===== config.mk =====
export PLATFORM = sky130hd
export DESIGN_NAME = vpss_sqrt
export DESIGN_NICKNAME = d
export VERILOG_FILES = /design/src/vpss_pkg.sv /design/src/vpss_sqrt.sv
export SDC_FILE = /design/constraint.sdc
export NUM_CORES = 1
export LEC_CHECK = 0
export BUFFER_PORTS_ARGS = -buffer_cell sky130_fd_sc_hd__buf_2
export CAP_MARGIN = 20
export CORE_MARGIN = 2
export CORE_UTILIZATION = 65
export CTS_CLUSTER_DIAMETER = 150
export CTS_CLUSTER_SIZE = 25
export DETAILED_ROUTE_END_ITERATION = 12
export PLACE_DENSITY = 0.9
export REMOVE_ABC_BUFFERS = 1
export SYNTH_ARGS = -nofsm -noshare
export SYNTH_HDL_FRONTEND = slang
export SYNTH_SLANG_ARGS = --single-unit

===== constraint.sdc =====
create_clock -name clk -period 16.6 [get_ports clk]
set_input_delay 2.49 -clock clk [delete_from_list [all_inputs] [get_ports clk]]
set_output_delay 2.49 -clock clk [all_outputs]
set_load 0.02 [all_outputs]

===== src/vpss_pkg.sv =====
// Package with the shared types, widths and constants of the Verlet particle stick solver.
package vpss_pkg;

	// Field widths of the transactions.
	localparam int CMD_W    = 2;
	localparam int IDX_W    = 11;
	localparam int POS_W    = 24;
	localparam int DT_W     = 16;
	localparam int LEN_W    = 23;
	localparam int K_W      = 16;
	localparam int STATUS_W = 2;

	// Fixed point format and defaults.
	localparam int FRAC_BITS          = 8;
	localparam int PARTICLE_COUNT_DEF = 2048;
	localparam int LOAD_NUDGE         = ((1 << FRAC_BITS) + 5) / 10;
	localparam int FLOOR_Y_RESET      = 720 * (1 << FRAC_BITS);
	localparam int POS_MAX            = (1 << (POS_W - 1)) - 1;
	localparam int POS_MIN            = -(1 << (POS_W - 1));

	// Internal datapath widths.
	localparam int SUM_W  = POS_W + 4;
	localparam int DX_W   = POS_W + 1;
	localparam int SQ_W   = 2 * DX_W;
	localparam int ROOT_W = SQ_W / 2;
	localparam int DIFF_W = ROOT_W + 1;
	localparam int NUM_W  = SQ_W;
	localparam int Q_W    = ROOT_W;
	localparam int QS_W   = Q_W + 1;
	localparam int TX_W   = POS_W + 1;
	localparam int OFF_W  = QS_W;
	localparam int MUL_W  = 2 * DT_W + 1;
	localparam int PROD_W = 2 * MUL_W;

	typedef enum logic [CMD_W-1:0] {
		CMD_LOAD      = 2'd0,
		CMD_INTEGRATE = 2'd1,
		CMD_RELAX     = 2'd2,
		CMD_READ      = 2'd3
	} cmd_t;

	typedef enum logic [STATUS_W-1:0] {
		ST_OK       = 2'd0,
		ST_ZERO_LEN = 2'd1,
		ST_SAT      = 2'd2
	} status_t;

	typedef logic signed [POS_W-1:0] pos_t;

	// One stored particle.
	typedef struct packed {
		pos_t cur_x;
		pos_t cur_y;
		pos_t old_x;
		pos_t old_y;
		pos_t acc_x;
		pos_t acc_y;
		logic pinned;
		logic bounces;
	} particle_t;

	typedef struct packed {
		logic sat;
		pos_t val;
	} clamp_t;

	// Clamp a wide sum to the position range and flag saturation.
	function automatic clamp_t clamp_pos(input logic signed [SUM_W-1:0] v);
		clamp_t r;
		if (v > SUM_W'(POS_MAX)) begin
			r.sat = 1'b1;
			r.val = POS_W'(POS_MAX);
		end else if (v < SUM_W'(POS_MIN)) begin
			r.sat = 1'b1;
			r.val = POS_W'(POS_MIN);
		end else begin
			r.sat = 1'b0;
			r.val = POS_W'(v);
		end
		return r;
	endfunction

endpackage


===== src/vpss_sqrt.sv =====
// Iterative integer square root, two radicand bits per cycle.
module vpss_sqrt import vpss_pkg::*; (
	input  logic              clk,
	input  logic              arst_n,
	input  logic              start,
	input  logic [SQ_W-1:0]   radicand,
	output logic              done,
	output logic [ROOT_W-1:0] root
);

	logic [SQ_W-1:0] v_q;
	logic [SQ_W-1:0] res_q;
	logic [SQ_W-1:0] bit_q;
	logic            busy_q;
	logic            done_q;
	logic [SQ_W:0]   trial;
	logic            take;

	// Trial subtraction of the current root candidate.
	always_comb begin
		trial = (SQ_W + 1)'(res_q) + (SQ_W + 1)'(bit_q);
		take  = (SQ_W + 1)'(v_q) >= trial;
	end

	// Control state.
	always_ff @(posedge clk or negedge arst_n) begin
		if (!arst_n) begin
			busy_q <= 1'b0;
			done_q <= 1'b0;
		end else begin
			done_q <= 1'b0;
			if (start) begin
				busy_q <= 1'b1;
			end else if (busy_q && bit_q[0]) begin
				busy_q <= 1'b0;
				done_q <= 1'b1;
			end
		end
	end

	// Datapath.
	always_ff @(posedge clk) begin
		if (start) begin
			v_q   <= radicand;
			res_q <= '0;
			bit_q <= SQ_W'(1) << (SQ_W - 2);
		end else if (busy_q) begin
			if (take) begin
				v_q   <= SQ_W'((SQ_W + 1)'(v_q) - trial);
				res_q <= (res_q >> 1) + bit_q;
			end else begin
				res_q <= res_q >> 1;
			end
			bit_q <= bit_q >> 2;
		end
	end

	assign done = done_q;
	assign root = res_q[ROOT_W-1:0];

endmodule


==> flow_metrics.py, run 1 <==
metrics = {
    "clock_tree": {
        "ctsLongestPathBuffers": 2,
        "hold_buffers": 0,
        "insertion_delay_ps": 440,
        "cts_setup_buffers": 0,
        "cts_root_buf": "clkbuf_16",
        "cts_sinks": 127,
        "cts_made_buffers": 17,
        "cts_tree": "done",
        "htreeDepth": 4,
        "cts_resized": 0,
        "clk_pin_slew_worst_paths_ps": 60,
    },
    "critical_path": {
        "cp-start-kind": "flop",
        "path_max_fanout": 32,
        "cp_slowest_stage_delay_ps": 600,
        "slowest_stage": "nor4_1",
        "cp-end-kind": "flop",
        "crit_chain": "ha_1, a311o_1, a41oi_1, o21ai_0, a21oi_1, o21bai_1, a21oi_1, o21a_1, o21bai_1, xnor2_1, ha_1, nand2_1, nor4_1, a31oi_1, o221ai_1, nand2_1, a21oi_4, buf_4, o21ai_0, a2111oi_1",
        "rr_worst_depth": 20,
        "rr_endpoint": "res_q[43]",
        "reg2reg_from": "res_q[2]",
        "r2r_setup_slack_ps": 9690,
        "cp.required_ps": 16920,
        "arrival_ps": 7230,
        "critPathKind": "flop to flop",
    },
    "placed_design": {
        "dpl-instance-area_mm2": 0.01232,
        "numPortBuffers": 78,
        "place.gp.congestion": 0.9946,
        "dp.cells": 1710,
        "dpl.hpwl_um": 24910,
    },
    "cells_and_area": {
        "finalNetCount": 1656,
        "utilization_pct": 71.13,
        "final_cell_mix": "nand2_1 (146), nor2_1 (125), o21ai_0 (110)",
        "fin_cells": 1742,
        "syn_to_final_growth_pct": 6.494,
        "layout-drive-gt1-share_pct": 11.37,
        "final_common_cell": "nand2_1",
        "n_antenna_cell": 0,
        "final_area_mm2": 0.01286,
    },
    "power_and_ir_drop": {
        "p_seq_share_pct": 24.7,
        "power_switching_uw": 959.8,
        "power_uw": 2062,
        "leakagePower_uw": 0.005419,
        "ir_drop_v": 0.0001137,
        "p_per_area_mw_per_mm2": 160.3,
        "power.share.clock_pct": 17.3,
        "swShare_pct": 46.55,
        "internal-power_uw": 1102,
        "pwr-share-comb_pct": 58.0,
    },
    "route": {
        "num_vias": 11840,
        "ant_nets": 0,
        "route.detailed.drc": 0,
        "totalWireLength_um": 34230,
        "viasPerCell": 6.795,
        "first_iter_violations": 1281,
        "drt-pass1-iter-count": 6,
        "wl_per_cell_um": 19.65,
    },
    "global_routing": {
        "grt_util_all_layers_pct": 34.37,
        "antenna_found_initial": 0,
        "met3_usage_pct": 6.667,
        "grt_util_met2_pct": 59.24,
        "use_met1_pct": 41.81,
        "grt_overflow": 0,
        "grt_pass1_wl_um": 55400,
        "grt_max_degree": 71,
        "top_usage_layer": "met2",
        "grt_pass1_vias": 11290,
    },
    "logic_synthesis": {
        "avgSynthCellArea_um2": 8.048,
        "synth_seq_cells": 127,
        "synth_compound_area_share_pct": 28.06,
        "ys_warn_count": 0,
        "post_synth_instance_area_mm2": 0.01208,
        "ys_types": 89,
        "synth-seq-area-share_pct": 25.27,
        "synth_top_family_by_area": "compound AO/OA/AOI/OAI gates",
        "async_flop_share_pct": 1.575,
        "synthXorXnorAreaFrac_pct": 7.178,
        "synthSimpleGateAreaFrac_pct": 18.82,
        "synth_flop_cell": "dfxtp_1",
        "synth-edff-count": 50,
        "synth_cells": 1501,
        "synth-adder-area-share_pct": 10.73,
        "synthMuxAreaShare_pct": 4.340,
    },
    "sta": {
        "worstMarginPinSlew_ps": 931.3,
        "hold_viol_final": 0,
        "max_freq_ghz": 0.1447,
        "slew_headroom_pct": 37.50,
        "finalSetupViolCount": 0,
        "finalSetupTns_ps": 0,
        "finalCritPeriodShare_pct": 41.63,
        "rsz0062_at_grt": "false",
        "post-route-min-period_ps": 6911,
        "fin_worst_skew_ps": 12.73,
        "slew_viol_final": 0,
    },
    "run": {
        "drv_cap": 0,
    },
    "die": {
        "ios": 79,
        "start_util_pct": 66.79,
        "fp.dieH_um": 140.3,
        "die_area_mm2": 0.01969,
        "fp.dieW_um": 140.3,
        "design.core.area_mm2": 0.01809,
        "row_count": 49,
    },
    "min_path": {
        "hold_class": "flop to flop",
        "min_to": "res_q[0]",
        "hp-start": "res_q[0]",
        "hold_path_depth": 2,
    },
    "status": {
        "status": "finished clean",
    },
}
[critical path: cells and delay by family (launching register included)]
family	cells	cell delay (ps)
AO/OA/AOI/OAI	13	3790
adder cells (fa/ha/maj)	2	800
buffers and inverters	1	430
AND/OR/NAND/NOR	3	1150
XOR/XNOR	1	160
flip-flops	1	460
[cells by family (layout without fill, tap and decap cells)]
| logic type | Yosys count | count (layout) |
|---|---|---|
| buffers and inverters | 146 | 158 |
| flip-flops | 127 | 127 |
| AND/OR/NAND/NOR | 471 | 471 |
| XOR/XNOR | 99 | 99 |
| multiplexers | 51 | 51 |
| adder cells (fa/ha/maj) | 103 | 103 |
| AO/OA/AOI/OAI | 504 | 504 |
[final cells by class]
| class | count | area (µm²) |
|---|---|---|
| tap | 229 | 286.5 |
| multi-input combinational | 1228 | 8369 |
| sequential | 127 | 3057 |
| fill | 1428 | 5221 |
| clock inverter | 10 | 60.06 |
| clock buffer | 22 | 485.5 |
| timing repair buffer | 87 | 460.4 |
| inverter | 39 | 146.4 |
[power groups by stage]
stage	sequential [µW]	combinational (µW)	clock, µW
after floorplan	501	872	0
after global placement	511	1120	0
after detailed placement	512	1150	0
after CTS	508	1160	356
after global routing	518	1310	371
final	510	1200	356
[routing by layer]
| metal | up-vias | wire (µm) |
|---|---|---|
| met1 | 5455 | 13800 |
| met2 | 609 | 16410 |
| li1 | 5640 | - |
| met3 | 133 | 2586 |
| met4 | 0 | 1434 |
| met5 | - | 0 |
[cells in the mapped netlist (13+ instances only)]
library cell  instances  share of area (%)
nor2_1              125                3.9
a21oi_1              97                4.0
and4_1               13               0.94
inv_1                39                1.2
buf_4                26                1.6
o21bai_1             29                1.8
nand2b_1             13               0.67
nand4_1              24                1.2
a21o_1               28                1.7
dfxtp_1              75                 12
mux2i_1              43                3.6
xor2_1               52                3.8
edfxtp_1             50                 12
nand2_1             146                4.5
a31oi_1              50                2.6
clkbuf_1             56                1.7
nor3_1               25                1.0
and3_1               23                1.2
a211oi_1             43                2.7
nand3_1              30                1.2
buf_2                17               0.70
ha_1                102                 11
o21ai_0             111                4.6
nor4_1               15               0.78
xnor2_1              47                3.4
o211ai_1             19                1.2
[flip-flops by register name, indices dropped and copies added, names as in the netlist]
signal	cells
bit_q	25
busy_q	1
res_q	50
v_q	50
done	1
[how the worst max path moves through the flow]
stage | from | to | slack [ps] | cells after the start
after global routing | res_q[2] | res_q[43] | 9320 | 20
after detailed placement | res_q[2] | res_q[43] | 10010 | 20
after global placement | res_q[2] | res_q[43] | 10350 | 20
after CTS | res_q[2] | res_q[43] | 9950 | 20
after floorplan | res_q[2] | v_q[0] | 7920 | 19
final | res_q[2] | res_q[43] | 9690 | 20
[per-stage QoR]
step                      hold WS [ps]  setup slack [ps]
after floorplan                  473.6              7924
after global placement           489.1             10350
after detailed placement         497.9             10010
after CTS                        508.7              9952
after global routing             563.2              9320
final                            515.3              9689
Power figures use the tool's default switching activity.
==> inputs of run 2 (changes only) <==
--- a/config.mk
+++ b/config.mk
@@ -8,11 +8,11 @@
 export BUFFER_PORTS_ARGS = -buffer_cell sky130_fd_sc_hd__buf_2
 export CAP_MARGIN = 20
 export CORE_MARGIN = 2
-export CORE_UTILIZATION = 65
+export CORE_UTILIZATION = 63
 export CTS_CLUSTER_DIAMETER = 150
 export CTS_CLUSTER_SIZE = 25
 export DETAILED_ROUTE_END_ITERATION = 12
-export PLACE_DENSITY = 0.9
+export PLACE_DENSITY = 0.87
 export REMOVE_ABC_BUFFERS = 1
 export SYNTH_ARGS = -nofsm -noshare
 export SYNTH_HDL_FRONTEND = slang
==> constraint.sdc (replaced) <==
create_clock -name clk -period 7.2 [get_ports clk]
set_input_delay 1.08 -clock clk [delete_from_list [all_inputs] [get_ports clk]]
set_output_delay 1.08 -clock clk [all_outputs]
set_load 0.02 [all_outputs]
==> run 2 against run 1 <==
Against the previous run:
- utilization down 2.1 points
- clock power rose to 2.5 times the previous value
- critical endpoint is now res_q[33]
- via count fell by 0.24%
- design area increased by 0.76%
- non-clock buffer count grew 2
- clock skew is 3.6 ps higher
==> flow_metrics.py, run 2 (synthesized netlist as in run 1, its figures left out) <==
metrics = {
    "critical_path": {
        "critPathKind": "flop to flop",
        "cp.required_ps": 7540,
        "arrival_ps": 7090,
        "cp-end-kind": "flop",
        "path_max_fanout": 13,
        "reg2reg_from": "res_q[2]",
        "cp-start-kind": "flop",
        "crit_start": "res_q[2]",
    },
    "global_routing": {
        "antenna_found_initial": 0,
        "grt_max_degree": 84,
        "grt_pass1_wl_um": 55890,
        "grt_util_all_layers_pct": 34.00,
        "grt_pass1_vias": 11210,
        "grt_overflow": 0,
    },
    "die": {
        "ios": 79,
        "die_area_mm2": 0.02030,
        "start_util_pct": 64.37,
        "fp.dieW_um": 142.5,
        "design.core.area_mm2": 0.01877,
        "row_count": 50,
        "fp.dieH_um": 142.5,
    },
    "clock_tree": {
        "cts_root_buf": "clkbuf_16",
        "ctsLongestPathBuffers": 2,
        "insertion_delay_ps": 440,
        "clk_pin_slew_worst_paths_ps": 60,
        "cts_sinks": 127,
        "cts_resized": 0,
        "cts_made_buffers": 17,
        "htreeDepth": 4,
        "cts_setup_buffers": 0,
        "cts_tree": "done",
        "hold_buffers": 0,
    },
    "placed_design": {
        "numPortBuffers": 78,
        "place.gp.congestion": 0.9798,
        "dp_slack_ps": 650.2,
        "dpl-instance-area_mm2": 0.01235,
        "dpl.hpwl_um": 24750,
    },
    "min_path": {
        "hold_class": "primary input to asynchronous set/reset pin",
    },
    "sta": {
        "max_freq_ghz": 0.1481,
        "hold_viol_final": 0,
        "slew_headroom_pct": 36.49,
        "finalCritPeriodShare_pct": 93.77,
        "fin_ws_ps": 448.9,
        "holdWs_ps": 422.9,
        "slew_viol_final": 0,
        "post-route-min-period_ps": 6751,
        "rsz0062_at_grt": "false",
        "worstMarginPinSlew_ps": 952.7,
        "finalSetupViolCount": 0,
        "fin_worst_skew_ps": 16.36,
    },
    "status": {
        "status": "finished clean",
    },
    "route": {
        "ant_nets": 0,
        "drt-pass1-iter-count": 6,
        "first_iter_violations": 1261,
        "viasPerCell": 6.748,
        "wl_per_cell_um": 19.80,
        "num_vias": 11810,
        "totalWireLength_um": 34640,
        "route.detailed.drc": 0,
    },
    "cells_and_area": {
        "finalNetCount": 1659,
        "final_area_mm2": 0.01296,
        "n_antenna_cell": 0,
        "final_cell_mix": "nand2_1 (146), nor2_1 (125), o21ai_0 (110)",
        "final_common_cell": "nand2_1",
        "utilization_pct": 69.07,
        "reg.largest.list": "res_q (50), v_q (50), bit_q (25)",
        "layout-drive-gt1-share_pct": 11.54,
        "syn_to_final_growth_pct": 7.302,
    },
    "power_and_ir_drop": {
        "ir_drop_v": 0.0002810,
        "power_uw": 4865,
        "leakagePower_uw": 0.005458,
        "p_per_area_mw_per_mm2": 375.3,
    },
    "run": {
        "drv_cap": 0,
    },
}
run 2: per-layer routing:
layer / track usage, % / share of wire (%) / vias to the layer above
met2: 58.40 / 48 / 583
met4: 15.16 / 3.8 / 0
met1: 42.40 / 41 / 5473
met5: 0 / 0 / -
li1: - / - / 5638
met3: 4.845 / 6.9 / 115
run 2: final cells by class:
cell class | count | area, µm²
clock buffers | 25 | 531.8
multi-input cells | 1229 | 8378
flip-flops and latches | 127 | 3057
well taps | 234 | 292.8
inverters | 39 | 146.4
fillers | 1507 | 5806
repair buffers | 89 | 488.0
clock inverters | 7 | 68.82
run 2: per-stage QoR:
step	std cells	setup TNS [ps]
floorplan	1394	-73820
global placement	1717	0
detailed placement	1717	0
CTS	1749	0
global route	1750	0
finish	1750	0
run 2: critical path: stages, from the launching register on:
cell      delay, ps
dfxtp_1         450
ha_1            330
a311o_1         350
a41oi_1         350
o21ai_0         280
a21oi_1         400
o21bai_1        220
a31oi_1         330
o21bai_1        140
a31oi_1         210
xor2_1          110
ha_1            390
and4_4          280
nand4_2         140
nor4_1          440
a31oi_1         180
o221ai_1        310
nand2_1         410
a21oi_4         660
buf_4           310
nand3_1          90
a311oi_1        260
run 2: path summary, 6_finish.rpt:
kind                       cells after the start  slack [ps]   endpoint
setup reg to reg                              21         450  res_q[33]
hold / removal                                 1         420     busy_q
hold reg to reg                                2         520   res_q[0]
max in group asynchronous                      1        6670     busy_q
setup / recovery                              21         450  res_q[33]
min in group clk                               2         520   res_q[0]
run 2: where the power goes:
part | internal [µW] | switching, µW | leakage, µW | total, µW
Combinational | 1060 | 1730 | 0.00401 | 2790
Sequential | 1030 | 153 | 0.00115 | 1180
Clock | 549 | 348 | 0.000302 | 897
