--- config.mk ---
export PLATFORM = sky130hd
export DESIGN_NAME = vpss_div
export DESIGN_NICKNAME = d
export VERILOG_FILES = /design/src/vpss_pkg.sv /design/src/vpss_div.sv
export SDC_FILE = /design/constraint.sdc
export NUM_CORES = 1
export LEC_CHECK = 0
export ABC_AREA = 1
export BUFFER_PORTS_ARGS = -buffer_cell sky130_fd_sc_hd__buf_2
export CAP_MARGIN = 5
export CORE_MARGIN = 10
export CORE_UTILIZATION = 30
export DETAILED_ROUTE_END_ITERATION = 7
export PLACE_DENSITY = 0.45
export SLEW_MARGIN = 10
export SYNTH_ARGS = -nofsm -noshare
export SYNTH_HDL_FRONTEND = slang
export SYNTH_SLANG_ARGS = --single-unit
--- constraint.sdc ---
create_clock -name clk -period 3.1 [get_ports clk]
set_input_delay 0.465 -clock clk [delete_from_list [all_inputs] [get_ports clk]]
set_output_delay 0.465 -clock clk [all_outputs]
set_load 0.02 [all_outputs]
--- src/vpss_pkg.sv ---
// Package with the shared types, widths and constants of the Verlet particle stick solver.
package vpss_pkg;

	// Field widths of the transactions.
	localparam int CMD_W    = 2;
	localparam int IDX_W    = 11;
	localparam int POS_W    = 24;
	localparam int DT_W     = 16;
	localparam int LEN_W    = 23;
	localparam int K_W      = 16;
	localparam int STATUS_W = 2;

	// Fixed point format and defaults.
	localparam int FRAC_BITS          = 8;
	localparam int PARTICLE_COUNT_DEF = 2048;
	localparam int LOAD_NUDGE         = ((1 << FRAC_BITS) + 5) / 10;
	localparam int FLOOR_Y_RESET      = 720 * (1 << FRAC_BITS);
	localparam int POS_MAX            = (1 << (POS_W - 1)) - 1;
	localparam int POS_MIN            = -(1 << (POS_W - 1));

	// Internal datapath widths.
	localparam int SUM_W  = POS_W + 4;
	localparam int DX_W   = POS_W + 1;
	localparam int SQ_W   = 2 * DX_W;
	localparam int ROOT_W = SQ_W / 2;
	localparam int DIFF_W = ROOT_W + 1;
	localparam int NUM_W  = SQ_W;
	localparam int Q_W    = ROOT_W;
	localparam int QS_W   = Q_W + 1;
	localparam int TX_W   = POS_W + 1;
	localparam int OFF_W  = QS_W;
	localparam int MUL_W  = 2 * DT_W + 1;
	localparam int PROD_W = 2 * MUL_W;

	typedef enum logic [CMD_W-1:0] {
		CMD_LOAD      = 2'd0,
		CMD_INTEGRATE = 2'd1,
		CMD_RELAX     = 2'd2,
		CMD_READ      = 2'd3
	} cmd_t;

	typedef enum logic [STATUS_W-1:0] {
		ST_OK       = 2'd0,
		ST_ZERO_LEN = 2'd1,
		ST_SAT      = 2'd2
	} status_t;

	typedef logic signed [POS_W-1:0] pos_t;

	// One stored particle.
	typedef struct packed {
		pos_t cur_x;
		pos_t cur_y;
		pos_t old_x;
		pos_t old_y;
		pos_t acc_x;
		pos_t acc_y;
		logic pinned;
		logic bounces;
	} particle_t;

	typedef struct packed {
		logic sat;
		pos_t val;
	} clamp_t;

	// Clamp a wide sum to the position range and flag saturation.
	function automatic clamp_t clamp_pos(input logic signed [SUM_W-1:0] v);
		clamp_t r;
		if (v > SUM_W'(POS_MAX)) begin
			r.sat = 1'b1;
			r.val = POS_W'(POS_MAX);
		end else if (v < SUM_W'(POS_MIN)) begin
			r.sat = 1'b1;
			r.val = POS_W'(POS_MIN);
		end else begin
			r.sat = 1'b0;
			r.val = POS_W'(v);
		end
		return r;
	endfunction

endpackage

--- src/vpss_div.sv ---
// Two-lane restoring divider with a shared divisor, one quotient bit per cycle.
module vpss_div import vpss_pkg::*; (
	input  logic                    clk,
	input  logic                    arst_n,
	input  logic                    start,
	input  logic signed [NUM_W-1:0] num_x,
	input  logic signed [NUM_W-1:0] num_y,
	input  logic [ROOT_W-1:0]       den,
	output logic                    done,
	output logic signed [QS_W-1:0]  quo_x,
	output logic signed [QS_W-1:0]  quo_y
);

	localparam int CNT_W = $clog2(Q_W);

	logic [CNT_W-1:0]  cnt_q;
	logic              busy_q;
	logic              done_q;
	logic [ROOT_W-1:0] den_q;
	logic [ROOT_W-1:0] rem_x_q, rem_y_q;
	logic [Q_W-1:0]    low_x_q, low_y_q;
	logic              neg_x_q, neg_y_q;
	logic [NUM_W-1:0]  mag_x, mag_y;
	logic [ROOT_W:0]   tx, ty;
	logic              gx, gy;

	// Magnitudes of the dividends and the trial subtractions of both lanes.
	always_comb begin
		mag_x = num_x[NUM_W-1] ? NUM_W'(-num_x) : NUM_W'(num_x);
		mag_y = num_y[NUM_W-1] ? NUM_W'(-num_y) : NUM_W'(num_y);
		tx    = {rem_x_q, low_x_q[Q_W-1]};
		ty    = {rem_y_q, low_y_q[Q_W-1]};
		gx    = tx >= (ROOT_W + 1)'(den_q);
		gy    = ty >= (ROOT_W + 1)'(den_q);
	end

	// Control state.
	always_ff @(posedge clk or negedge arst_n) begin
		if (!arst_n) begin
			busy_q <= 1'b0;
			done_q <= 1'b0;
			cnt_q  <= '0;
		end else begin
			done_q <= 1'b0;
			if (start) begin
				busy_q <= 1'b1;
				cnt_q  <= CNT_W'(Q_W - 1);
			end else if (busy_q) begin
				cnt_q <= cnt_q - 1'b1;
				if (cnt_q == '0) begin
					busy_q <= 1'b0;
					done_q <= 1'b1;
				end
			end
		end
	end

	// Datapath: the low register shifts dividend bits out and quotient bits in.
	always_ff @(posedge clk) begin
		if (start) begin
			den_q   <= den;
			neg_x_q <= num_x[NUM_W-1];
			neg_y_q <= num_y[NUM_W-1];
			rem_x_q <= mag_x[Q_W+ROOT_W-1:Q_W];
			rem_y_q <= mag_y[Q_W+ROOT_W-1:Q_W];
			low_x_q <= mag_x[Q_W-1:0];
			low_y_q <= mag_y[Q_W-1:0];
		end else if (busy_q) begin
			rem_x_q <= gx ? ROOT_W'(tx - (ROOT_W + 1)'(den_q)) : ROOT_W'(tx);
			rem_y_q <= gy ? ROOT_W'(ty - (ROOT_W + 1)'(den_q)) : ROOT_W'(ty);
			low_x_q <= {low_x_q[Q_W-2:0], gx};
			low_y_q <= {low_y_q[Q_W-2:0], gy};
		end
	end

	assign done  = done_q;
	assign quo_x = neg_x_q ? -$signed({1'b0, low_x_q}) : $signed({1'b0, low_x_q});
	assign quo_y = neg_y_q ? -$signed({1'b0, low_y_q}) : $signed({1'b0, low_y_q});

endmodule

==> impl_metrics.py, run 1 <==
metrics = {
    "detailed_routing": {
        "final_antenna_net_count": 0,
        "firstDrtPassIters": 7,
        "vias_per_cell": 4.90,
        "wire_per_inst_um": 18.0,
        "remaining_drc_errors": 0,
        "via_count": 15522,
        "routed_wl_um": 57100,
        "drt_iter0_markers": 1289,
    },
    "critical_path": {
        "reg2regPathDepth": 13,
        "crit_fanout": 4,
        "r2r_slack_ns": 0.51,
        "rr_startpoint": "den_q[8]$_DFFE_PP_",
        "critical_path_required_ns": 2.63,
        "endpoint_kind": "output pin",
        "critical_path_arrival_ns": 2.48,
        "rr_endpoint": "rem_y_q[13]$_DFFE_PP_",
        "critPathLaunchType": "flip-flop",
        "critPathKind": "reg -> out",
    },
    "cts": {
        "clock-sinks": 134,
        "clock_latency_ns": 0.48,
        "clockRootBuffer": "clkbuf_16",
        "cts_tree": "yes",
        "numCtsBuffers": 17,
        "ctsLongestPathBuffers": 2,
        "htreeDepth": 4,
        "path_clk_slew_ns": 0.06,
    },
    "place": {
        "dp_hpwl_um": 46400,
        "place_congestion": 0.903,
        "io_buffers": 180,
        "dpl.cell_count": 3134,
        "place_ws_ns": 0.339,
    },
    "logic_synthesis": {
        "syn-cell-area_um2": 14500,
        "yosysWarnings": 0,
        "syn_nets": 2555,
        "synthArstFlopShare_pct": 5.22,
        "netlist_instances": 2369,
        "synth_cell_types": 43,
        "ys_ff_latch": 134,
        "synth.yosys.seq_area_share_pct": 27.5,
        "synth-edff-count": 127,
        "avgSynthCellArea_um2": 6.13,
        "synth_top_flop_cell": "edfxtp_1",
    },
    "finish": {
        "fillerInstances": 5396,
        "drive_above_1_share_pct": 12.1,
        "layout.nets": 2729,
        "multi_input_area_um2": 8840,
        "antenna_cells": 0,
        "area_growth_pct": 16.4,
        "seqCellArea_um2": 3990,
        "finalNonFillerCells": 3169,
    },
    "floorplanning": {
        "core_um2": 47800,
        "num_rows": 80,
        "dieArea_um2": 57600,
        "initial_core_util_pct": 30.4,
        "die_x_um": 240,
        "ios": 181,
        "die_h_um": 240,
    },
    "sta": {
        "fmax_mhz": 340,
        "finalWorstSetupSlack_ns": 0.159,
        "drv_slew": 0,
        "hold_violations": 0,
        "setup_viol": 0,
        "timing.final.crit_period_ns": 2.94,
        "post-route-period-util_pct": 94.9,
        "maxSlewHeadroom_pct": 60.2,
        "worst_pin_slew_ns": 0.591,
        "skew_ns": 0.00905,
    },
    "power_and_ir_drop": {
        "power_density_nw_per_um2": 727,
        "ir_drop_mv": 0.375,
        "leakage_nw": 8.68,
    },
    "min_path": {
        "min_path_type": "in -> reg",
        "min_path_cells": 1,
        "hold_path_end": "den_q[3]$_DFFE_PP_",
        "hp-start": "den[3]",
    },
    "outcome": {
        "outcome": "finished, final reports clean",
    },
    "grt": {
        "grt_pass1_wl_um": 87500,
        "antenna_found_initial": 12,
        "grt_pass1_vias": 15135,
        "overflow": 0,
        "grt_max_degree": 83,
        "grtUsageTotal_pct": 19.8,
    },
    "flow_run": {
        "cap_violations": 0,
    },
}
logic make-up (layout without fill, tap and decap cells):
group	count (synthesis)	count (layout)	share of synthesized area, %
AND/OR/NAND/NOR	1465	1465	43.2
buffers and inverters	455	640	12.2
AO/OA/AOI/OAI	152	152	5.69
flip-flops	134	134	27.5
XOR/XNOR	105	105	6.33
adder cells (fa/ha/maj)	58	58	5.10
sequential cells by signal (all words and copies together), names as in the netlist:
name	flops
rem_x_q	25
done	1
low_x_q	25
busy_q	1
neg_y_q	1
low_y_q	25
neg_x_q	1
den_q	25
cnt_q	5
rem_y_q	25
power breakdown:
group	switching, W	total [W]	leakage (nW)	internal, W
Combinational	0.00470	0.00707	6.96	0.00237
Clock	0.000876	0.00221	0.295	0.00133
Sequential	0.000432	0.00302	1.43	0.00259
cells in the mapped netlist, types with 6 or more instances:
| cell | n | area, um2 |
|---|---|---|
| xnor2_1 | 32 | 280 |
| nand4_1 | 90 | 563 |
| edfxtp_1 | 127 | 3810 |
| nand3_1 | 230 | 1150 |
| clkbuf_1 | 28 | 105 |
| a21oi_1 | 36 | 180 |
| nor2_2 | 19 | 119 |
| and2_1 | 6 | 37.5 |
| nand3b_1 | 8 | 60.1 |
| dfrtp_1 | 7 | 175 |
| buf_2 | 21 | 105 |
| ha_1 | 56 | 701 |
| nor3_1 | 11 | 55.1 |
| nor2_1 | 250 | 938 |
| inv_1 | 389 | 1460 |
| xor2_1 | 73 | 639 |
| o21ai_0 | 87 | 435 |
| a31oi_1 | 13 | 81.3 |
| nand2_1 | 821 | 3080 |
| inv_2 | 8 | 30.0 |
stage by stage:
stage	util [%]	hold slack [ns]	power, W	cell area, um2	setup TNS, ns
after floorplan	-	0.169	0.00795	14500	0
final	35.3	0.167	0.0123	16900	0
after global routing	35.3	0.142	0.0134	16900	-0.0128
after global placement	33.8	0.312	0.0100	16200	0
after detailed placement	33.8	0.316	0.0100	16200	0
after CTS	35.2	0.129	0.0123	16800	0
how the worst max path moves through the flow:
| stage | from | endpoint | slack, ns | cells after the start |
|---|---|---|---|---|
| after detailed placement | low_y_q[0]$_DFFE_PP_ | quo_y[24] | 0.34 | 11 |
| after global routing | low_y_q[0]$_DFFE_PP_ | quo_y[20] | -0.01 | 11 |
| final | low_y_q[0]$_DFFE_PP_ | quo_y[24] | 0.16 | 12 |
| after CTS | neg_x_q$_DFFE_PP_ | quo_x[24] | 0.003 | 8 |
| after floorplan | start | low_x_q[0]$_DFFE_PP_ | 0.35 | 5 |
| after global placement | low_y_q[0]$_DFFE_PP_ | quo_y[24] | 0.29 | 11 |
cell usage in the layout (no fill, tap or decap), types with 7 or more instances in the layout:
cell / n
nand3b_1: 8
a21oi_1: 36
dfrtp_1: 7
xnor2_1: 32
nor2_1: 246
xor2_1: 72
nand2_1: 816
nand2_2: 8
nor2_2: 20
inv_1: 385
a31oi_1: 13
ha_1: 54
buf_2: 177
clkbuf_16: 17
nor3_1: 11
nand3_1: 230
o21ai_0: 84
inv_2: 11
buf_4: 29
nand4_1: 90
edfxtp_1: 127
per-layer routing:
metal / routed length, um / global-route usage, % / vias up
met5: 146 / 0 / -
met4: 1070 / 5.58 / 22
met3: 3650 / 4.73 / 70
met2: 24700 / 30.4 / 420
met1: 27600 / 27.0 / 7129
li1: - / - / 7881
repair_timing:
action                     CTS  global route
gates resized for setup      8            18
hold buffers                 1             0
setup endpoints to repair    6             8
hold endpoints to repair     7             0
setup buffers                0             4
pin swaps                    0             4
layout make-up:
type	count	share of cell area (%)
multi-input combinational	1780	52.3
clock inverter	13	1.07
clock buffer	17	2.52
timing repair buffer	212	7.18
inverter	398	8.85
sequential	134	23.6
tap	615	4.55
critical path, stage by stage, from the launching register on:
cell and delay [ns]:
edfxtp_1 0.48, inv_2 0.14, ha_2 0.20, nand4_1 0.12
nand2_2 0.12, nand2_2 0.11, nor2_4 0.17, o21ai_4 0.10
nor2_4 0.13, o21ai_1 0.08, nand2_1 0.06, nand2_1 0.09
buf_2 0.18
No activity file was read; power rests on OpenSTA's default activity.
==> inputs of run 2 (changes only) <==
- ABC_AREA: 1 -> 0
- CORE_UTILIZATION: 30 -> 53
- GPL_ROUTABILITY_DRIVEN: not set -> 0
- PLACE_DENSITY: 0.45 -> 0.76
==> impl_metrics.py, run 2 <==
metrics = {
    "outcome": {
        "outcome": "finished, violations left",
        "failed_checks": "negative setup slack",
    },
    "logic_synthesis": {
        "synthArstFlopShare_pct": 5.22,
        "yosysWarnings": 0,
        "netlist_instances": 1236,
        "syn-cell-area_um2": 11200,
        "synth_top_flop_cell": "edfxtp_1",
        "synth_cell_types": 74,
        "synth.yosys.seq_area_share_pct": 35.5,
        "ys_top_cells_by_area": "edfxtp_1 (34%), xor2_1 (8.0%), xnor2_1 (6.4%), ha_1 (6.2%), a21oi_1 (4.7%)",
        "yosys-top-cells-count": "edfxtp_1 (127), a21oi_1 (106), xor2_1 (102)",
        "syn_nets": 1422,
        "avgSynthCellArea_um2": 9.08,
        "ys_ff_latch": 134,
        "synth_top_area_share_pct": 34.0,
        "synth-edff-count": 127,
        "yosysTopAreaCell": "edfxtp_1",
        "synth_most_common_cell": "edfxtp_1",
    },
    "floorplanning": {
        "dieArea_um2": 27400,
        "die_h_um": 166,
        "initial_core_util_pct": 53.6,
        "die_x_um": 166,
        "num_rows": 53,
        "core_um2": 21000,
        "ios": 181,
    },
    "sta": {
        "timing.final.crit_period_ns": 3.21,
        "maxSlewHeadroom_pct": 32.8,
        "skew_ns": 0.0126,
        "worst_pin_slew_ns": 1.01,
        "grt_setup_unrepaired": "true",
        "fmax_mhz": 312,
        "finalWorstSetupSlack_ns": -0.106,
        "drv_slew": 0,
        "setup_viol": 46,
        "hold_violations": 0,
        "post-route-period-util_pct": 103,
    },
    "grt": {
        "grtUsageTotal_pct": 23.1,
        "grt_pass1_wl_um": 51400,
        "grt_max_degree": 90,
        "grt_pass1_vias": 10521,
        "overflow": 0,
        "antenna_found_initial": 4,
    },
    "place": {
        "placed_area_um2": 13100,
        "io_buffers": 180,
        "dpl.cell_count": 1735,
        "dp_hpwl_um": 24400,
    },
    "power_and_ir_drop": {
        "p_comb_share_pct": 55.7,
        "power_density_nw_per_um2": 806,
        "fin_total_pwr_w": 0.0116,
        "leakage_nw": 6.03,
        "power_frac_seq_pct": 26.4,
        "switching_share_pct": 40.6,
        "p_switching_w": 0.00471,
        "ir_drop_mv": 0.532,
        "internal_power_w": 0.00688,
        "p_clk_share_pct": 17.9,
    },
    "detailed_routing": {
        "via_count": 10714,
        "remaining_drc_errors": 0,
        "wire_per_inst_um": 18.5,
        "routed_wl_um": 33400,
        "vias_per_cell": 5.94,
        "final_antenna_net_count": 0,
        "drt_iter0_markers": 899,
        "firstDrtPassIters": 5,
    },
    "finish": {
        "fillerInstances": 1647,
        "final_cell_area_um2": 14400,
        "layout_common_cells": "buf_2 (175), edfxtp_1 (127), buf_4 (120), xor2_1 (102)",
        "area_growth_pct": 28.2,
        "final_common_cell": "buf_2",
        "layout.nets": 1699,
        "utilization_pct": 68.6,
        "drive_above_1_share_pct": 27.9,
        "finalNonFillerCells": 1805,
    },
    "critical_path": {
        "rr_startpoint": "den_q[11]$_DFFE_PP_",
        "r2r_slack_ns": -0.11,
        "endpoint_kind": "flip-flop",
        "critical_path_required_ns": 3.24,
        "reg2regPathDepth": 13,
        "critPathLaunchType": "flip-flop",
        "crit_fanout": 8,
        "critPathLaunch": "den_q[11]$_DFFE_PP_",
        "worstSetupEndpoint": "rem_y_q[9]$_DFFE_PP_",
        "rr_endpoint": "rem_y_q[9]$_DFFE_PP_",
        "critPathKind": "reg -> reg",
        "critical_path_arrival_ns": 3.35,
    },
    "cts": {
        "htreeDepth": 4,
        "clock_latency_ns": 0.43,
        "numCtsBuffers": 17,
        "clockRootBuffer": "clkbuf_16",
        "clock-sinks": 134,
        "ctsLongestPathBuffers": 2,
        "path_clk_slew_ns": 0.06,
        "cts_tree": "yes",
    },
    "flow_run": {
        "cap_violations": 0,
    },
    "min_path": {
        "min_path_type": "in -> reg",
        "min_path_cells": 1,
    },
}
==> run 2: cell families after synthesis <==
| logic type | share of synthesized area (%) |
|---|---|
| multiplexers | 4.11 |
| AO/OA/AOI/OAI | 19.6 |
| flip-flops | 35.5 |
| XOR/XNOR | 14.4 |
| adder cells (fa/ha/maj) | 6.60 |
| buffers and inverters | 3.88 |
| AND/OR/NAND/NOR | 15.9 |
==> run 2: timing repair <==
action                                 4_1_cts  5_1_grt
setup endpoints to repair                   56       65
endpoints found under the hold margin        7        0
pin swaps                                    4       20
resized for setup                           36       58
hold buffers                                 1        0
buffers inserted                            14       16
cloned                                       1        2
==> run 2: routing by layer <==
layer / routed length [um] / track usage [%] / vias to the layer above
li1: - / - / 5135
met1: 14000 / 28.8 / 5109
met2: 16400 / 39.2 / 392
met3: 2080 / 4.44 / 76
met4: 938 / 7.94 / 2
met5: 13 / 0 / -
==> run 2: power groups by stage <==
stage / sequential (W) / clock [W] / combinational (W)
CTS: 0.00302 / 0.00209 / 0.00586
floorplan: 0.00287 / 0 / 0.00410
finish: 0.00306 / 0.00208 / 0.00646
global placement: 0.00303 / 0 / 0.00540
global route: 0.00310 / 0.00217 / 0.00702
detailed placement: 0.00305 / 0 / 0.00556
==> run 2: final cells by class <==
class | instances | area (um2) | share of cell area [%]
Multi-Input combinational cell | 993 | 7210 | 50.1
Sequential cell | 134 | 3990 | 27.7
Timing Repair Buffer | 308 | 2020 | 14.0
Clock buffer | 17 | 425 | 2.96
Tap cell | 275 | 344 | 2.39
Inverter | 59 | 221 | 1.54
Clock inverter | 14 | 161 | 1.12
Antenna cell | 5 | 12.5 | 0.0870
==> run 2: critical path, cell delays in order, from the launching register on <==
cell and delay [ns]:
edfxtp_1 0.35, inv_1 0.08, buf_4 0.15, ha_1 0.38, a21o_1 0.23, a21oi_1 0.17, o21bai_1 0.15, a211oi_2 0.37
o21ai_4 0.12, a31oi_4 0.36, buf_12 0.17, buf_16 0.12, mux2i_1 0.19, o21ai_1 0.08
==> run 2: through the flow <==
stage	hold slack [ns]	TNS [ns]	setup slack [ns]
floorplan	0.169	-0.162	-0.0953
global placement	0.302	-3.73	-0.289
detailed placement	0.308	-6.34	-0.443
CTS	0.197	-1.80	-0.112
global route	0.203	-9.79	-0.270
finish	0.209	-2.94	-0.106
==> run 2: worst min path at each step <==
stage	start	endpoint
6_report	den[7]	den_q[7]$_DFFE_PP_
2_1_floorplan	arst_n	busy_q$_DFF_PN0_
5_1_grt	den[14]	den_q[14]$_DFFE_PP_
3_3_place_gp	arst_n	done$_DFF_PN0_
3_5_place_dp	arst_n	done$_DFF_PN0_
4_1_cts	den[13]	den_q[13]$_DFFE_PP_
==> inputs of run 3 (changes only) <==
- CORE_UTILIZATION: 53 -> 30
- PLACE_DENSITY: 0.76 -> 0.46
==> impl_metrics.py, run 3 (same netlist as run 2, synthesis figures left out) <==
metrics = {
    "critical_path": {
        "crit_path_max_incr_delay_ns": 0.42,
        "crit_slowest_cell": "edfxtp_1",
        "critical_path_arrival_ns": 3.41,
        "crit_fanout": 24,
        "critPathTopFamily": "compound AO/OA/AOI/OAI gates",
        "endpoint_kind": "flip-flop",
        "path_cells": "inv_1 -> ha_1 -> a21o_1 -> a21o_1 -> a21oi_1 -> o21ai_0 -> o32ai_2 -> o21ai_2 -> a2111o_1 -> buf_12 -> mux2i_2 -> mux2i_1",
        "path_buf_inv": 2,
        "critPathLaunchType": "flip-flop",
        "crit_top_cell": "a21o_1",
        "critPathKind": "reg -> reg",
        "critical_path_required_ns": 3.27,
    },
    "cts": {
        "clockRootBuffer": "clkbuf_16",
        "path_clk_slew_ns": 0.06,
        "cts_tree": "yes",
        "numCtsBuffers": 17,
        "clock_latency_ns": 0.44,
        "ctsLongestPathBuffers": 2,
        "clock-sinks": 134,
        "htreeDepth": 4,
    },
    "floorplanning": {
        "die_x_um": 213,
        "initial_core_util_pct": 30.5,
        "ios": 181,
        "die_h_um": 213,
        "dieArea_um2": 45500,
        "core_um2": 36800,
        "num_rows": 70,
    },
    "detailed_routing": {
        "routed_wl_um": 36700,
        "firstDrtPassIters": 5,
        "vias_per_cell": 5.10,
        "remaining_drc_errors": 0,
        "via_count": 10376,
        "final_antenna_net_count": 0,
        "wire_per_inst_um": 18.0,
        "drt_iter0_markers": 530,
    },
    "grt": {
        "grtUsageTotal_pct": 15.6,
        "grt_pass1_wl_um": 56300,
        "antenna_found_initial": 0,
        "grt_max_degree": 86,
        "overflow": 0,
        "grt_pass1_vias": 10086,
    },
    "finish": {
        "final_cell_area_um2": 15300,
        "area_growth_pct": 36.2,
        "layout_common_cells": "buf_2 (169), buf_4 (153), edfxtp_1 (127), a21oi_1 (100), xor2_1 (100)",
        "final_common_cell": "buf_2",
        "drive_above_1_share_pct": 31.4,
        "finalNonFillerCells": 2036,
        "layout.nets": 1740,
        "utilization_pct": 41.6,
    },
    "sta": {
        "post-route-period-util_pct": 105,
        "finalWorstSetupSlack_ns": -0.142,
        "fmax_mhz": 308,
        "hold_violations": 0,
        "fin_hold_ws_ns": 0.197,
        "maxSlewHeadroom_pct": 41.9,
        "grt_setup_unrepaired": "true",
        "skew_ns": 0.00942,
        "timing.final.crit_period_ns": 3.24,
        "setup_viol": 32,
        "worst_pin_slew_ns": 0.872,
        "drv_slew": 0,
    },
    "power_and_ir_drop": {
        "power_density_nw_per_um2": 807,
        "ir_drop_mv": 0.497,
        "leakage_nw": 6.38,
    },
    "min_path": {
        "min_path_type": "in -> reg",
    },
    "place": {
        "placed_area_um2": 13600,
        "dpl.cell_count": 1970,
        "place_ws_ns": -0.369,
        "io_buffers": 180,
        "dp_hpwl_um": 28200,
    },
    "flow_run": {
        "cap_violations": 0,
    },
    "outcome": {
        "outcome": "finished, violations left",
        "failed_checks": "negative setup slack",
    },
}
run 3: changes by cell type in the layout (fill, tap and decap cells not counted), sizes merged:
cell	delta
buf	+39
bufinv	-1
clkbuf	+10
clkinv	-7
clkinvlp	+1
diode	-4
run 3: area by class of cell:
class	count	area, um2
Fill cell	3704	21500
Inverter	59	221
Tap cell	468	586
Clock buffer	25	505
Multi-Input combinational cell	993	7470
Timing Repair Buffer	349	2420
Clock inverter	7	92.6
Sequential cell	134	3990
Antenna cell	1	2.50
run 3: power breakdown:
| part | internal (W) | switching (W) |
|---|---|---|
| Clock | 0.00129 | 0.000816 |
| Sequential | 0.00262 | 0.000449 |
| Combinational | 0.00347 | 0.00369 |
run 3: timing repair:
| action | 4_1_cts | 5_1_grt |
|---|---|---|
| buffers inserted | 15 | 16 |
| hold buffers | 1 | 0 |
| setup endpoints to repair | 63 | 67 |
| endpoints found under the hold margin | 7 | 0 |
| pin swaps | 5 | 35 |
| gates resized for setup | 37 | 122 |
| cloned | 1 | 4 |
run 3: worst paths after layout:
path,start,to,slack (ns),depth (start not counted)
hold / removal,den[3],den_q[3]$_DFFE_PP_,0.20,1
min in group asynchronous,arst_n,cnt_q[0]$_DFFE_PN0P_,0.39,2
setup / recovery,den_q[11]$_DFFE_PP_,rem_x_q[4]$_DFFE_PP_,-0.14,12
hold reg to reg,cnt_q[4]$_DFFE_PN0P_,cnt_q[4]$_DFFE_PN0P_,0.53,2
setup reg to reg,den_q[11]$_DFFE_PP_,rem_x_q[4]$_DFFE_PP_,-0.14,12
max in group asynchronous,arst_n,busy_q$_DFF_PN0_,2.55,2
run 3: through the flow:
| step | TNS (ns) | power [W] |
|---|---|---|
| floorplan | -0.162 | 0.00698 |
| finish | -2.69 | 0.0123 |
| detailed placement | -9.64 | 0.00890 |
| global placement | -7.96 | 0.00891 |
| global route | -10.10 | 0.0132 |
| CTS | -2.68 | 0.0115 |
run 3: layer usage:
layer | vias to the layer above | GRT usage (%) | part of all wire (%) | wire length (um)
met5 | - | 0 | 0 | 0
met4 | 0 | 3.86 | 1.3 | 482
met3 | 27 | 3.20 | 4.8 | 1770
met2 | 188 | 24.1 | 46 | 16800
met1 | 4949 | 21.9 | 48 | 17700
li1 | 5212 | - | - | -
